==> src/sv/assert_macros.svh <==
// Assertion macros shared by the RTL modules of the two-class priority FIFO.
// No dependencies; simulation builds get the checks, synthesis gets nothing.
`ifndef ASSERT_MACROS_SVH
`define ASSERT_MACROS_SVH
`ifndef SYNTHESIS
`define ASSERT_NEVER(lbl, clk, rst, expr) \
  lbl: assert property (@(posedge clk) disable iff (rst) !(expr)) \
    else $error("assertion failed: condition must never hold");
`define ASSERT_IMPLY(lbl, clk, rst, ante, cons) \
  lbl: assert property (@(posedge clk) disable iff (rst) (ante) |-> (cons)) \
    else $error("assertion failed: same-cycle implication");
`define ASSERT_NEXT(lbl, clk, rst, ante, cons) \
  lbl: assert property (@(posedge clk) disable iff (rst) (ante) |=> (cons)) \
    else $error("assertion failed: next-cycle implication");
`else
`define ASSERT_NEVER(lbl, clk, rst, expr)
`define ASSERT_IMPLY(lbl, clk, rst, ante, cons)
`define ASSERT_NEXT(lbl, clk, rst, ante, cons)
`endif
`endif

==> src/sv/tcpf_pkg.sv <==
// Package of the two-class priority FIFO: field widths, codes and shared types.
// No dependencies.
package tcpf_pkg;

  localparam int TagW = 16;
  localparam int AgeW = 8;
  localparam int EntryW = TagW + AgeW;

  localparam logic [AgeW-1:0] ThresholdReset = 8'd60;

  typedef enum logic {
    ACT_ENQUEUE = 1'b0,
    ACT_SERVE   = 1'b1
  } action_t;

  typedef enum logic [2:0] {
    ST_QUEUED_PRIO = 3'd0,
    ST_QUEUED_NORM = 3'd1,
    ST_REJECTED    = 3'd2,
    ST_SERVED      = 3'd3,
    ST_EMPTY       = 3'd4
  } status_t;

  // Occupancy flags that a queue reports to the arbiter.
  typedef struct packed {
    logic full;
    logic empty;
  } q_flags_t;

endpackage

==> src/sv/tcpf_queue.sv <==
// One ring queue of the two-class priority FIFO: entry memory, head, tail, count.
// Depends on tcpf_pkg and assert_macros.svh.
`include "assert_macros.svh"

module tcpf_queue
  import tcpf_pkg::*;
#(
  parameter int Depth = 128
) (
  input  logic              clk,
  input  logic              rst,
  input  logic              push,
  input  logic [EntryW-1:0] wr_data,
  input  logic              pop,
  output logic [EntryW-1:0] rd_data,
  output q_flags_t          flags
);

  localparam int AW = (Depth > 1) ? $clog2(Depth) : 1;
  localparam int CW = $clog2(Depth + 1);

  logic [EntryW-1:0] mem [Depth];
  logic [AW-1:0] head, head_next;
  logic [AW-1:0] tail, tail_next;
  logic [CW-1:0] count, count_next;

  assign flags.full  = (count == CW'(Depth));
  assign flags.empty = (count == '0);

  always_comb begin
    head_next  = head;
    tail_next  = tail;
    count_next = count;
    if (pop) begin
      head_next = (head == AW'(Depth - 1)) ? '0 : head + 1'b1;
    end
    if (push) begin
      tail_next = (tail == AW'(Depth - 1)) ? '0 : tail + 1'b1;
    end
    if (push && !pop) begin
      count_next = count + 1'b1;
    end else if (pop && !push) begin
      count_next = count - 1'b1;
    end
  end

  always_ff @(posedge clk) begin
    if (rst) begin
      head  <= '0;
      tail  <= '0;
      count <= '0;
    end else begin
      head  <= head_next;
      tail  <= tail_next;
      count <= count_next;
    end
  end

  // Read data is registered on a pop and holds until the next pop.
  always_ff @(posedge clk) begin
    if (push) begin
      mem[tail] <= wr_data;
    end
    if (pop) begin
      rd_data <= mem[head];
    end
  end

  `ASSERT_NEVER(a_no_pop_empty, clk, rst, pop && flags.empty)
  `ASSERT_NEVER(a_no_push_full, clk, rst, push && flags.full)
  `ASSERT_NEXT(a_count_up, clk, rst, push && !pop, count == $past(count) + 1'b1)

endmodule

==> config.mk <==
export PLATFORM = sky130hd
export DESIGN_NAME = tcpf_queue
export DESIGN_NICKNAME = d
export VERILOG_FILES = /design/src/sv/tcpf_pkg.sv /design/src/sv/tcpf_queue.sv
export VERILOG_INCLUDE_DIRS = /design/src /design/src/sv
export SDC_FILE = /design/constraint.sdc
export NUM_CORES = 2
export LEC_CHECK = 0
export ABC_AREA = 0
export BUFFER_PORTS_ARGS = -buffer_cell sky130_fd_sc_hd__buf_4
export CORE_MARGIN = 3
export CORE_UTILIZATION = 45
export CTS_CLUSTER_SIZE = 8
export DETAILED_ROUTE_END_ITERATION = 8
export PLACE_DENSITY = 0.59
export SLEW_MARGIN = 20
export SYNTH_ARGS = -nofsm -noshare
export SYNTH_HDL_FRONTEND = slang
export SYNTH_SLANG_ARGS = --single-unit
==> constraint.sdc <==
create_clock -name clk -period 11.7 [get_ports clk]
set_clock_uncertainty 0.2 [all_clocks]
set_input_delay 2.34 -clock clk [delete_from_list [all_inputs] [get_ports clk]]
set_output_delay 2.34 -clock clk [all_outputs]
set_load 0.01 [all_outputs]
; ---- Yosys cells after proc, flatten, opt, wreduce, memory -nomap -nowiden
; Memory sizes are Yosys's and may differ from the RTL's. A register that Yosys moved wholly into a read port is not among the register bits.
; Cells that the tools add are included.
[classes]
mux = 6
add_sub_neg = 4
shifts = 0
n_lt_le_gt_ge = 0
multipliers = 0
div_mod_pow = 0
n_eq_ne = 3
n_reduce_logical = 6
bitwise_logic = 0
[op_table]
columns = operator, n
row1 = 8-bit 2-to-1 mux, 2
row2 = 7-bit by 1-bit adder with 7-bit output (second input constant), 2
row3 = 7-bit equality test (second input constant), 2
row4 = 7-bit 2-to-1 mux, 2
row5 = 8-bit by 1-bit adder with 8-bit output (second input constant), 1
row6 = 8-bit equality test (second input constant), 1
row7 = 8-bit logical NOT, 1
row8 = 8-bit by 1-bit subtractor with 8-bit output (second input constant), 1
row9 = 1-bit logical AND, 2
row10 = 1-bit logical NOT, 2
row11 = 1-bit 2-to-1 mux, 2
row12 = 2-bit nonzero test, 1
[word_totals]
n_memories = 1
mem_bits_ro = 0
wordCells = 23
ram_bits = 3072
latchBits = 0
register_bits = 22
[mem_list]
columns = memory, depth, word_bits, rd, rd_clocked_by_memory_dff, write_ports, line
row1 = mem, 128, 24, 1, 1, 1, tcpf_queue.sv:22  ; logic [EntryW-1:0] mem [Depth];

; ---- Logic depth before layout (Yosys ltp)
[logic_depth]
depth_word = 4
mapped_depth = 11
mapped_depth_nobuf = 10

; ---- Worst setup path after synthesis
; Ideal clock, no wire load.
[synth_path]
path_type = input to register
from = in push
to = mem mem[76][0] in the netlist's numbering, enable pin
setup_time_ps = 435
n_path_buf = 1
t_required_ps = 11065
stages = 3
path_slack_ps = 6370
arrival_time_ps = 4694
cell_sequence = buf_1 nand4_1 nor3_1
[synth_via]
elab_chain_len = 2
[synth_lines]
columns = item, line
row1 = "start, declared", tcpf_queue.sv:12  ; input logic push,
row2 = 1-bit 2-to-1 mux, tcpf_queue.sv:61  ; if (push) begin
row3 = 1-bit 2-to-1 mux (implied by the code), tcpf_queue.sv:62  ; mem[tail] <= wr_data;
row4 = "end, declared", tcpf_queue.sv:22
; No other way between the ends.

==> out/results.ini <==
[clock_tree]
post_cts_resized=0
cts-buffers-inserted=441
clock_sinks=3118
ctsHoldBuffers=0
clkLatencyLatePin_ns=0.98
cts.clk_slew.worst_paths_ns=0.05
cts_root_buffer=clkbuf_16
post-cts-setup-buffers=0
cts_htree_levels=5
cts_tree=yes
cts_max_path_buffers=4

[detailed_routing]
vias=59180
antenna_left=0
wl_per_cell_um=35.18
drc_errors=0
vias_per_cell=6.277
wirelength_um=331700
dr.pass1.iters=5
dr.first_iter.drc_count=7274

[yosys]
ys_seq_area_share_pct=78.29
syn_inst=5399
yosysWarningCount=0
synthArstFlopShare_pct=0
synth-main-ff-cell=edfxtp_1
synth_commonest_cells=edfxtp_1, mux4_2, mux2i_1, nor2_1, a22oi_1
yosys.area.top_type=edfxtp_1
yosys-top-cells-area=edfxtp_1, mux4_2, mux2i_1, a22oi_1, nor2_1
ys_types=56
ys_seq_elements=3118
yosysMostFrequentCell=edfxtp_1
synth_edf_count=3096
synthesis.area_um2=119300
syn_nets=5438
synth_top_area_share_pct=77.92
avgSynthCellArea_um2=22.10

[placement]
io_buffers=53
dp_slack_ns=5.849
hpwl_um=187300
gp_congestion=0.8160

[sta]
max_slew_margin_pct=14.78
min_period_ns=5.458
final_max_slew_viol_count=0
setup_slack_ns=6.242
tightest_slew_ns=1.246
rsz0062_at_grt=false
setup_tns_ns=0
setup_viol=0
hold_viol=0
fmax_mhz=183.2
post-route-period-util_pct=46.65

[flow_run]
maxCapViolCount=0

[status]
outcome=finished, final reports clean

[pwr]
p_leak_nw=41.45
p_per_area_nw_per_um2=180.7
ir_worst_vdd_uv=155.7

[die]
num_rows=188
die_height_um=520.9
core_um2=263000
dieArea_um2=271300
pin_count=54
fp.dieW_um=520.9
start_util_pct=45.37

[global_route]
grt-ovfl-total=0
antenna_found_initial=22
gr-usage-all-layers_pct=24.44
grt_pass1_wl_um=467400
grt_pass1_vias=59840
grt_max_degree=110

[worst_setup_path]
critPathSlowestCell=buf_4
crit_path_max_fanout=57
critical_path.cell_chain=buf_4 > buf_4 > buf_4 > mux4_2 > a22o_1 > nor4_1 > o31ai_2 > buf_4 > o31a_1
critPathMaxStageDelay_ns=0.83
start_kind=register
crit_top_cell=buf_4
cp_top_family=buffers and inverters
cp.arrival_ns=5.95
cp.required_ns=12.19
crit_path_end_kind=register
critical_path_buf_inv_count=4
critPathKind=register to register

[finish]
final_core_util_pct=51.94
regArea_um2=93430
final_layout_size_suffix_gt1_share_pct=27.10
syn_to_final_growth_pct=14.48
fin_nets=5877
multi_input_area_um2=24760
fillers=20480

[min_path]
holdCritPathClass=register to register

-- worst register-to-register path: cells and delay by family (launching register included) --
kind	cells	cell delay [ns]
flip-flops	1	0.57
buffers and inverters	4	2.54
AO/OA/AOI/OAI	3	0.59
AND/OR/NAND/NOR	1	0.83
multiplexers	1	0.44
-- layout by cell type, fill, tap and decap left out, types with 34 or more instances in the layout --
cell       instances
mux4_2           650
a21oi_1           49
nand2_1           53
clkbuf_16        445
buf_4            297
o221ai_1          39
a22oi_1          142
mux2i_1          352
nand3_1           34
a22o_1            45
edfxtp_1        3096
nor2_1            78
nor2_2           118
clkbuf_1          51
o22ai_1           87
-- state kept, by name, summed over array words and instances, names as in the netlist --
name	cells
count	8
head	7
mem	3072
rd_data	24
tail	7
-- final timing paths --
path / depth (start not counted) / endpoint / startpoint / slack (ns)
max: 9 / rd_data[5] / head[1] / 6.24
min: 2 / count[7] / count[7] / 0.31
max reg2reg: 9 / rd_data[5] / head[1] / 6.24
min reg2reg: 2 / count[7] / count[7] / 0.31
-- routing by layer --
layer  part of all wire (%)  GRT usage, %  vias up
met5                  0.011             0        -
met4                    3.6         8.342        6
met3                    8.3         4.392      562
met2                     48         39.30     2868
met1                     40         33.96    32070
li1                       -             -    23670
-- through the flow --
stage / std cells / hold slack (ns) / power [mW] / instance area, um2
6_report: 9428 / 0.3136 / 24.68 / 136600
5_1_grt: 9424 / 0.3368 / 25.39 / 136600
4_1_cts: 9417 / 0.3147 / 24.87 / 136500
3_5_place_dp: 8908 / 0.3061 / 13.96 / 125000
3_3_place_gp: 8897 / 0.3195 / 13.93 / 124900
2_1_floorplan: 5399 / 0.2670 / 13.39 / 119300
-- cells by family after synthesis --
kind of cell,after synthesis,share of synthesized area [%]
buffers and inverters,319,1.465
DFF,3118,78.29
muxes,1003,15.23
xor gates and xnor gates,13,0.09543
and+or+nand+nor,392,1.480
adders and majority gates,11,0.1216
AOI/OAI and AO/OA,543,3.315
-- area by class of cell --
type	count	area share, %
well taps	3515	3.220
multi-input cells	1962	18.13
flip-flops and latches	3118	68.40
diodes	9	0.01649
inverters	5	0.01374
clock buffers	496	8.293
clock inverters	13	0.1063
repair buffers	310	1.815
-- power breakdown --
part           internal [mW]  leakage, nW  switching (mW)
sequential              12.3         28.0          0.0458
clock                   6.66         5.61            4.30
combinational          0.526         7.80           0.808
total                   19.5         41.4            5.15
Note: power is estimated with default switching activity, not from simulation.
